<file path="src/fmd_pkg.sv">
`default_nettype none
package fmd_pkg;

  // configuration register indexes
  typedef logic [2:0] cfg_idx_t;
  localparam cfg_idx_t REG_SHAPE_MODE = 3'd0;
  localparam cfg_idx_t REG_POINT_A    = 3'd1;
  localparam cfg_idx_t REG_POINT_B    = 3'd2;
  localparam cfg_idx_t REG_POINT_C    = 3'd3;
  localparam cfg_idx_t REG_POINT_D    = 3'd4;

  localparam logic SHAPE_TRI  = 1'b0;
  localparam logic SHAPE_TRAP = 1'b1;

  // how an item's degree is formed at the end of the chain
  typedef logic [1:0] kind_t;
  localparam kind_t KIND_ZERO = 2'd0;
  localparam kind_t KIND_FULL = 2'd1;
  localparam kind_t KIND_DIV  = 2'd2;

  typedef struct packed {
    logic  valid;
    kind_t kind;
  } ctl_t;

endpackage
`default_nettype wire

</file>
<file path="src/fmd_front.sv">
`default_nettype none
module fmd_front #(
  parameter int SW = 16
) (
  input  wire logic               clk,
  input  wire logic               rst_n,
  input  wire logic               valid_i,
  input  wire logic [SW-1:0]      sample_i,
  input  wire logic               shape_mode_i,
  input  wire logic [SW-1:0]      point_a_i,
  input  wire logic [SW-1:0]      point_b_i,
  input  wire logic [SW-1:0]      point_c_i,
  input  wire logic [SW-1:0]      point_d_i,
  input  wire logic               ready_i,
  output logic                    ready_o,
  output fmd_pkg::ctl_t           ctl_o,
  output logic [SW-1:0]           num_o,
  output logic [SW-1:0]           den_o
);
  import fmd_pkg::*;

  logic signed [SW:0] x, a, b, c, d, right, fall_lo;
  logic signed [SW:0] nh, nl, dh, dl, num_full, den_full;
  kind_t              kind_nxt;
  ctl_t               ctl_r;
  logic [SW-1:0]      num_r, den_r;

  assign x       = {sample_i[SW-1], sample_i};
  assign a       = {point_a_i[SW-1], point_a_i};
  assign b       = {point_b_i[SW-1], point_b_i};
  assign c       = {point_c_i[SW-1], point_c_i};
  assign d       = {point_d_i[SW-1], point_d_i};
  assign right   = (shape_mode_i == SHAPE_TRAP) ? d : c;
  assign fall_lo = (shape_mode_i == SHAPE_TRAP) ? c : b;

  always_comb begin
    kind_nxt = KIND_ZERO;
    nh = x;
    nl = a;
    dh = b;
    dl = a;
    if (x < a || x > right) begin
      kind_nxt = KIND_ZERO;
    end else if (shape_mode_i == SHAPE_TRI && x == b) begin
      kind_nxt = KIND_FULL;
    end else if (shape_mode_i == SHAPE_TRAP && x >= b && x <= c) begin
      kind_nxt = KIND_FULL;
    end else if (shape_mode_i == SHAPE_TRAP && x == a) begin
      kind_nxt = KIND_ZERO;
    end else if (x < b) begin
      kind_nxt = KIND_DIV;
    end else begin
      kind_nxt = KIND_DIV;
      nh = right;
      nl = x;
      dh = right;
      dl = fall_lo;
    end
  end

  // both differences are non-negative and below 2**SW on the divide path
  assign num_full = nh - nl;
  assign den_full = dh - dl;
  assign ready_o  = !ctl_r.valid || ready_i;

  always_ff @(posedge clk) begin
    if (!rst_n) begin
      ctl_r <= '0;
    end else if (ready_o) begin
      ctl_r.valid <= valid_i;
      ctl_r.kind  <= kind_nxt;
    end
  end

  always_ff @(posedge clk) begin
    if (ready_o) begin
      num_r <= num_full[SW-1:0];
      den_r <= den_full[SW-1:0];
    end
  end

  assign ctl_o = ctl_r;
  assign num_o = num_r;
  assign den_o = den_r;

endmodule
`default_nettype wire

</file>
<file path="src/fmd_div_cell.sv">
`default_nettype none
module fmd_div_cell #(
  parameter int SW = 16,
  parameter int F  = 15
) (
  input  wire logic               clk,
  input  wire logic               rst_n,
  input  wire fmd_pkg::ctl_t      ctl_i,
  input  wire logic [SW-1:0]      rem_i,
  input  wire logic [SW-1:0]      den_i,
  input  wire logic [F-1:0]       q_i,
  input  wire logic               ready_i,
  output logic                    ready_o,
  output fmd_pkg::ctl_t           ctl_o,
  output logic [SW-1:0]           rem_o,
  output logic [SW-1:0]           den_o,
  output logic [F-1:0]            q_o
);
  import fmd_pkg::*;

  logic [SW+1:0] trial;
  logic          ge;
  logic [SW-1:0] rem_nxt;
  logic [F-1:0]  q_nxt;
  ctl_t          ctl_r;
  logic [SW-1:0] rem_r, den_r;
  logic [F-1:0]  q_r;

  // one restoring step: double the remainder, subtract the divisor if it fits
  assign trial   = {1'b0, rem_i, 1'b0} - {2'b00, den_i};
  assign ge      = !trial[SW+1];
  assign rem_nxt = ge ? trial[SW-1:0] : {rem_i[SW-2:0], 1'b0};
  assign q_nxt   = {q_i[F-2:0], ge};
  assign ready_o = !ctl_r.valid || ready_i;

  always_ff @(posedge clk) begin
    if (!rst_n) begin
      ctl_r <= '0;
    end else if (ready_o) begin
      ctl_r <= ctl_i;
    end
  end

  always_ff @(posedge clk) begin
    if (ready_o) begin
      rem_r <= rem_nxt;
      den_r <= den_i;
      q_r   <= q_nxt;
    end
  end

  assign ctl_o = ctl_r;
  assign rem_o = rem_r;
  assign den_o = den_r;
  assign q_o   = q_r;

endmodule
`default_nettype wire

</file>
<file path="src/fuzzy_membership_degree_unit.sv">
`default_nettype none
// Membership degree of a signed sample under a triangular (a,b,c) or trapezoidal
// (a,b,c,d) shape, as unsigned fixed point with DEGREE_FRAC_BITS fraction bits
// (1 << DEGREE_FRAC_BITS is full). A new item is taken every cycle unless in_stall
// is raised; each item passes through the classification stage, the chain of
// restoring divider cells (one per quotient bit), and the output register.
// Stages hold their item when the next one is full and cannot pass its own item
// on, so bubbles close up while the output is stalled.
// Configure the points through cfg_wr_en/cfg_index/cfg_wdata only while idle.
module fuzzy_membership_degree_unit #(
  parameter int SAMPLE_WIDTH     = 16,
  parameter int DEGREE_FRAC_BITS = 15
) (
  input  wire logic                        clk,
  input  wire logic                        rst_n,
  input  wire logic                        cfg_wr_en,
  input  wire fmd_pkg::cfg_idx_t           cfg_index,
  input  wire logic [SAMPLE_WIDTH-1:0]     cfg_wdata,
  input  wire logic                        in_valid,
  output logic                             in_stall,
  input  wire logic [SAMPLE_WIDTH-1:0]     in_sample,
  output logic                             out_valid,
  input  wire logic                        out_stall,
  output logic [DEGREE_FRAC_BITS:0]        out_degree
);
  import fmd_pkg::*;

  localparam int SW = SAMPLE_WIDTH;
  localparam int F  = DEGREE_FRAC_BITS;
  localparam logic [F:0] FULL = {1'b1, {F{1'b0}}};

  logic          shape_mode_r;
  logic [SW-1:0] point_a_r, point_b_r, point_c_r, point_d_r;

  ctl_t          ctl_w [0:F];
  logic [SW-1:0] rem_w [0:F];
  logic [SW-1:0] den_w [0:F];
  logic [F-1:0]  q_w   [0:F];
  logic          rdy_w [0:F];
  logic          front_rdy;
  logic          out_rdy;
  logic          out_valid_r;
  logic [F:0]    out_degree_r;
  logic [F:0]    degree_nxt;

  always_ff @(posedge clk) begin
    if (!rst_n) begin
      shape_mode_r <= SHAPE_TRI;
      point_a_r    <= '0;
      point_b_r    <= '0;
      point_c_r    <= '0;
      point_d_r    <= '0;
    end else if (cfg_wr_en) begin
      case (cfg_index)
        REG_SHAPE_MODE: shape_mode_r <= cfg_wdata[0];
        REG_POINT_A:    point_a_r    <= cfg_wdata;
        REG_POINT_B:    point_b_r    <= cfg_wdata;
        REG_POINT_C:    point_c_r    <= cfg_wdata;
        REG_POINT_D:    point_d_r    <= cfg_wdata;
        default: ;
      endcase
    end
  end

  fmd_front #(.SW(SW)) u_front (
    .clk          (clk),
    .rst_n        (rst_n),
    .valid_i      (in_valid),
    .sample_i     (in_sample),
    .shape_mode_i (shape_mode_r),
    .point_a_i    (point_a_r),
    .point_b_i    (point_b_r),
    .point_c_i    (point_c_r),
    .point_d_i    (point_d_r),
    .ready_i      (rdy_w[0]),
    .ready_o      (front_rdy),
    .ctl_o        (ctl_w[0]),
    .num_o        (rem_w[0]),
    .den_o        (den_w[0])
  );

  assign q_w[0] = '0;

  for (genvar k = 0; k < F; k++) begin : g_cell
    fmd_div_cell #(.SW(SW), .F(F)) u_cell (
      .clk     (clk),
      .rst_n   (rst_n),
      .ctl_i   (ctl_w[k]),
      .rem_i   (rem_w[k]),
      .den_i   (den_w[k]),
      .q_i     (q_w[k]),
      .ready_i (rdy_w[k+1]),
      .ready_o (rdy_w[k]),
      .ctl_o   (ctl_w[k+1]),
      .rem_o   (rem_w[k+1]),
      .den_o   (den_w[k+1]),
      .q_o     (q_w[k+1])
    );
  end

  assign out_rdy  = !out_valid_r || !out_stall;
  assign rdy_w[F] = out_rdy;
  assign in_stall = !front_rdy;

  always_comb begin
    case (ctl_w[F].kind)
      KIND_FULL: degree_nxt = FULL;
      KIND_DIV:  degree_nxt = {1'b0, q_w[F]};
      default:   degree_nxt = '0;
    endcase
  end

  always_ff @(posedge clk) begin
    if (!rst_n) begin
      out_valid_r <= 1'b0;
    end else if (out_rdy) begin
      out_valid_r <= ctl_w[F].valid;
    end
  end

  always_ff @(posedge clk) begin
    if (out_rdy) begin
      out_degree_r <= degree_nxt;
    end
  end

  assign out_valid  = out_valid_r;
  assign out_degree = out_degree_r;

  // divide path only ever sees a proper fraction with a non-zero divisor
  a_div_operands: assert property (@(posedge clk) disable iff (!rst_n)
    (ctl_w[0].valid && ctl_w[0].kind == KIND_DIV) |-> (den_w[0] != '0 && rem_w[0] < den_w[0]))
    else $error("divide operands out of range");

  a_degree_bound: assert property (@(posedge clk) disable iff (!rst_n)
    out_valid |-> (out_degree <= FULL))
    else $error("degree above full");

  a_reset_empty: assert property (@(posedge clk)
    !rst_n |=> !out_valid)
    else $error("result valid after reset");

endmodule
`default_nettype wire
</file>
<file path="config.mk">
export PLATFORM = sky130hd
export DESIGN_NAME = fuzzy_membership_degree_unit
export DESIGN_NICKNAME = d
export VERILOG_FILES = /design/src/fmd_pkg.sv /design/src/fmd_front.sv /design/src/fmd_div_cell.sv /design/src/fuzzy_membership_degree_unit.sv
export SDC_FILE = /design/constraint.sdc
export NUM_CORES = 2
export LEC_CHECK = 0
export BUFFER_PORTS_ARGS = -buffer_cell sky130_fd_sc_hd__buf_4
export CAP_MARGIN = 10
export CORE_UTILIZATION = 40
export CTS_CLUSTER_DIAMETER = 60
export DETAILED_ROUTE_END_ITERATION = 8
export PLACE_DENSITY = 0.59
export SLEW_MARGIN = 20
export SYNTH_ARGS = -nofsm -noshare
export SYNTH_HDL_FRONTEND = slang
export SYNTH_SLANG_ARGS = --single-unit
</file>
<file path="constraint.sdc">
create_clock -name clk -period 6.69 [get_ports clk]
set_input_delay 1.0035 -clock clk [delete_from_list [all_inputs] [get_ports clk]]
set_output_delay 1.0035 -clock clk [all_outputs]
set_load 0.03 [all_outputs]
</file>
== After elaboration in Yosys (flattened, before gate mapping) ==
Cells that the tools add are included.
Widths: inputs -> output; s select.
Operators by class
  $add $sub $neg: 17
  magnitude comparators: 5
  equal/unequal tests: 8
  muxes and demuxes: 41
  bitwise operators: 1
  reductions and logical operators: 62
Operators by type and width (count)
  $mux 16: 35
  $sub 17x16->18: 15
  $logic_not 1->1: 34
  $eq 16x16->1: 2
  $lt 16x16->1: 2
  $pmux 16 s2: 1
  $sub 16x16->16: 2
  $logic_or 1x1->1: 18
  $gt 16x17->1: 1
  $mux 17: 1
  $ge 16x16->1: 1
  $le 16x16->1: 1
  $reduce_and 2->1: 5
  $mux 2: 4
  $eq 3x2->1 const B: 2
  $logic_and 1x1->1: 4
  $eq 3x1->1 const B: 1
  $eq 3x3->1 const B: 1
  $logic_not 3->1: 1
  $eq 2x1->1 const B: 1
  $eq 2x2->1 const B: 1
  $not 1->1: 1
Word-level totals
  bits in registers: 730
  input port bits: 40

== Depth between registers and ports, before layout ==
  word-level depth: 19
  gate-level depth with buffers: 28
  mapped depth without buffers: 24

== Modules after synthesis ==
A second synthesis with hierarchy kept.
Unflattened totals
  cells, all modules: 3981
  area, all modules: 47712.0 um2
By module, submodules not included
  fmd_div_cell (g_cell[0].u_cell ...): instances 13, cells an instance 211, area an instance 2666.3 um2, sequential area each 1471.4 um2
  fmd_front: instances 1, cells an instance 579, area an instance 4839.6 um2, sequential area each 1021.0 um2
  fuzzy_membership_degree_unit: instances 1, cells an instance 273, area an instance 3069.2 um2, sequential area each 1801.7 um2
  fmd_div_cell (g_cell[9].u_cell): instances 1, cells an instance 206, area an instance 2633.8 um2, sequential area each 1471.4 um2
  fmd_div_cell (g_cell[11].u_cell): instances 1, cells an instance 180, area an instance 2507.4 um2, sequential area each 1471.4 um2

== Worst setup path before layout ==
No wires, ideal clock.
  path kind: reg-to-reg
  from: register shape_mode_r
  to: register u_front.num_r[14] (netlist: u_front.num_o[14]) (data pin)
  setup time: 258 ps
  data arrival time: 5253 ps
  data required time: 6432 ps
  setup slack: 1180 ps
  stages on the path, launching flop included: 28
  path buffers: 4
  period minus slack after synthesis: 5510 ps
  path through: dfxtp_1 clkbuf_1 clkbuf_1 nand2_1 o21ai_0 inv_1 ha_1 a21o_1 a221o_1 a221oi_2 nand3_1 a221oi_2 nand4_2 buf_4 buf_4 o21ai_0 ha_1 inv_1 fa_1 a21o_1 a21oi_1 o21bai_1 a211o_1 nand3_1 nand4_1 a31o_2 a21oi_1 xnor2_1
On the way
  word-level cells in the longest chain between the ends: 7
  elaborated cells between the ends (all ways): 18
  those cells by class: 1 x add/sub; 1 x order compare; 10 x mux; 1 x bitwise; 5 x reduce/logical
RTL lines
  start: declaration: line fuzzy_membership_degree_unit.sv:32  | logic shape_mode_r;
  start signal: assignment: line fuzzy_membership_degree_unit.sv:55  | REG_SHAPE_MODE: shape_mode_r <= cfg_wdata[0];
  branches (longest 6 deep; another with $gt 16x17->1)
  $sub 16x16->16 (*): line fmd_front.sv:62  | assign num_full = nh - nl;
  via u_front.num_full[14]: line fmd_front.sv:23  | logic signed [SW:0] nh, nl, dh, dl, num_full, den_full;
  end signal: assignment: line fmd_front.sv:77  | num_r <= num_full[SW-1:0];
  end: declaration: line fmd_front.sv:26  | logic [SW-1:0] num_r, den_r;
Mark *: on every way through the listed nets, which the timed path passes.
A chain may end at the register's enable or synchronous reset.

== Worst setup path in the final report ==
  from: register shape_mode_r
  to: register u_front.den_r[15] (netlist: u_front.den_o[15]) (data pin)
On the way
  word-level cells in the longest chain between the ends: 7
  elaborated cells between the ends (all ways): 20
  those cells by class: 1 x add/sub; 1 x order compare; 12 x mux; 1 x bitwise; 5 x reduce/logical
RTL lines
  branches (longest 6 deep; another with $gt 16x17->1)
  $sub 16x16->16 (*): line fmd_front.sv:63  | assign den_full = dh - dl;
  via u_front.den_full[15]: line fmd_front.sv:23
  end signal: assignment: line fmd_front.sv:78  | den_r <= den_full[SW-1:0];
  end: declaration: line fmd_front.sv:26
Marked as above.

==> results.cfg <==
[cts]
cts_num_sinks = 730
root_buffer = clkbuf_16
cts_max_level = 3
cts_buffers = 82
post_cts_resized = 0
clk_latency_ns = 0.64
cts_max_path_buffers = 3
cts_tree = yes
hold_buffers = 0
cts.clk_slew.worst_paths_ns = 0.06
post-cts-setup-buffers = 0

[global_routing]
grt_pass1_vias = 25767
track_usage = 0.152
grt_start_max_net_pins = 115
grt_overflow = 0
antenna_found_initial = 0
grt_pass1_wl_um = 124000

[worst_setup_path]
cp-start-kind = flip-flop
end_kind = flip-flop
cp_cell_sequence = buf_4 -> mux2_2 -> ha_1 -> and4_1 -> nand4_1 -> o211ai_1 -> o21ai_0 -> a221oi_2 -> nand4_4 -> mux2i_1 -> ha_1 -> nor2b_1 -> o31a_1 -> nor2_1 -> o21ai_0 -> a41oi_1 -> nor4b_1 -> o31ai_1 -> a31oi_1 -> xnor2_1
r2r-start = shape_mode_r
cp_slowest_stage_delay_ns = 0.75
rrSetupSlack_ns = 0.60
critPathBufInv = 1
cp_slowest_cell = dfxtp_2
crit_path_start = shape_mode_r
worstSetupPathType = flip-flop to flip-flop
worst_r2r_path_depth = 20
cp_max_fo = 33
cp.required_ns = 7.05
critical-path-top-delay-family = compound AO/OA/AOI/OAI gates
arrival_ns = 6.45
r2r-end = u_front.den_o[15]

[power]
power_density_mw_per_mm2 = 576
irDropWorstVdd_v = 0.000247
leakage_uw = 0.0176
total_power_uw = 25600

[flow_run]
cap_violations = 0

[timing]
fin_crit_ns = 6.09
rsz0062_at_grt = false
max_freq_mhz = 164
finalSetupTns_ns = 0
slew_viol_final = 0
post-route-period-util = 0.910
tightest_slew_ns = 1.04
setup_ws_ns = 0.600
hold_viol = 0
setup_violations = 0
slew_headroom = 0.300
skew_ns = 0.0260

[min_path]
min_to = g_cell[12].u_cell.q_o[4]
holdCritPathClass = flip-flop to flip-flop
hold_path_startpoint = g_cell[11].u_cell.q_o[3]
whs_path_depth = 0

[drt]
dr.pass1.iters = 5
via_per_inst = 5.05
initialDrtViolationCount = 1021
drc_errors = 0
routed_wl_um = 75200
wire_per_inst_um = 15.2
antenna_left = 0
num_vias = 25041

[synthesis]
ys_warn_count = 0
ys_top_cells_by_area = edfxtp_1 47%, ha_1 10%, dfxtp_1 5.7%, mux2_2 4.6%, inv_1 3.7%
yosysTopAreaCellShare = 0.466
synth.avg_cell_area_um2 = 11.3
ys_top_cells_by_count = 616 x edfxtp_1, 392 x inv_1, 319 x ha_1, 291 x nand2_1, 228 x nor2_1
synth_ff_type = edfxtp_1
yosysTopAreaCell = edfxtp_1
synth_cell_types = 76
syn_area_mm2 = 0.0397
synth-edff-count = 616
synth-async-reset-ratio = 0
synth_nets = 3882
synth_most_common_cell = edfxtp_1
ys_ff_latch = 730
synth_sequential_area_ratio = 0.524
syn-instance-count = 3507

[placement]
post-place-ws_ns = 0.559
routabilityCongestion = 0.883
port_buffers = 57
place_hpwl_um = 57400

[layout]
syn_to_final_growth_pct = 11.8
nets = 3979
regArea_mm2 = 0.0208
drive_above_1_share = 0.111
n_fill_cell = 9050
multi_input_area_mm2 = 0.0172
diodes = 0

[die]
die_area_mm2 = 0.100
io_pins = 58
row_count = 115
die_x_um = 317
initial_core_util = 0.404
die_h_um = 317
core_area_mm2 = 0.0983

[run_status]
status = complete, no violations
==> metal layers <==
metal	up-vias	wire, um	track usage
met5	-	0	0
met4	0	2800	0.0637
met3	167	1880	0.0217
met2	266	41900	0.310
met1	11858	28500	0.150
li1	12750	-	-
==> power by group <==
part	leakage [uW]	total [uW]	switching [uW]	internal, uW
clock	0.00134	4540	1830	2710
sequential	0.00749	8580	840	7740
combinational	0.00873	12500	6440	6020
==> layout make-up <==
class                           instances  area share
Sequential cell                       730       0.468
Multi-Input combinational cell       2319       0.387
Clock buffer                          104      0.0509
Tap cell                             1287      0.0363
Inverter                              395      0.0334
Timing Repair Buffer                   76      0.0129
Clock inverter                         45      0.0114
==> state kept, by name, summed over array words and instances (netlist names) <==
| signal | cells |
|---|---|
| g_cell.u_cell.ctl_o | 45 |
| g_cell.u_cell.den_o | 224 |
| g_cell.u_cell.q_o | 120 |
| g_cell.u_cell.rem_o | 224 |
| out_degree | 16 |
| out_valid | 1 |
| point_a_r | 16 |
| point_b_r | 16 |
| point_c_r | 16 |
| point_d_r | 16 |
| shape_mode_r | 1 |
| u_front.ctl_o | 3 |
| u_front.den_o | 16 |
| u_front.num_o | 16 |
==> stage by stage <==
step,hold slack (ns),std cells,util,area [um^2]
floorplan,0.400,3507,-,39700
global placement,0.401,4807,0.423,41600
detailed placement,0.405,4807,0.423,41600
CTS,0.414,4956,0.451,44400
global route,0.417,4956,0.451,44400
finish,0.408,4956,0.451,44400
==> worst max-delay path by stage <==
stage | to | depth (start not counted) | slack (ns)
finish | u_front.den_o[15] | 20 | 0.60
global placement | u_front.num_o[15] | 17 | 0.76
detailed placement | u_front.num_o[15] | 18 | 0.56
global route | u_front.den_o[15] | 22 | 0.13
floorplan | u_front.num_o[14] | 27 | 1.18
CTS | u_front.den_o[15] | 21 | 0.66
==> layout by cell type (no fill, tap or decap), types with 113 or more instances in the layout <==
| cell type | instances |
|---|---|
| inv_1 | 392 |
| xnor2_1 | 140 |
| a21oi_1 | 220 |
| edfxtp_1 | 616 |
| nand2_1 | 289 |
| o21ai_0 | 143 |
| ha_1 | 319 |
| nor2_1 | 228 |
| mux2_2 | 162 |
| dfxtp_1 | 113 |
==> kinds of logic (layout without fill, tap and decap cells) <==
family,count (synthesis),in the layout,share of synthesized area
and+or+nand+nor,810,810,0.0933
buffers and inverters,458,620,0.0454
muxes,224,224,0.0616
DFF,730,730,0.524
adders and majority gates,335,335,0.109
xor gates and xnor gates,185,185,0.0408
AOI/OAI and AO/OA,765,765,0.127
==> worst register-to-register path, cell delays in order, from the launching register on <==
cell and delay [ns]:
dfxtp_2 0.75, buf_4 0.33, mux2_2 0.38, ha_1 0.30, and4_1 0.19, nand4_1 0.11
o211ai_1 0.16, o21ai_0 0.12, a221oi_2 0.40, nand4_4 0.40, mux2i_1 0.39, ha_1 0.28
nor2b_1 0.14, o31a_1 0.25, nor2_1 0.18, o21ai_0 0.17, a41oi_1 0.30, nor4b_1 0.43
o31ai_1 0.20, a31oi_1 0.25, xnor2_1 0.10
No activity file was read; power rests on OpenSTA's default activity.
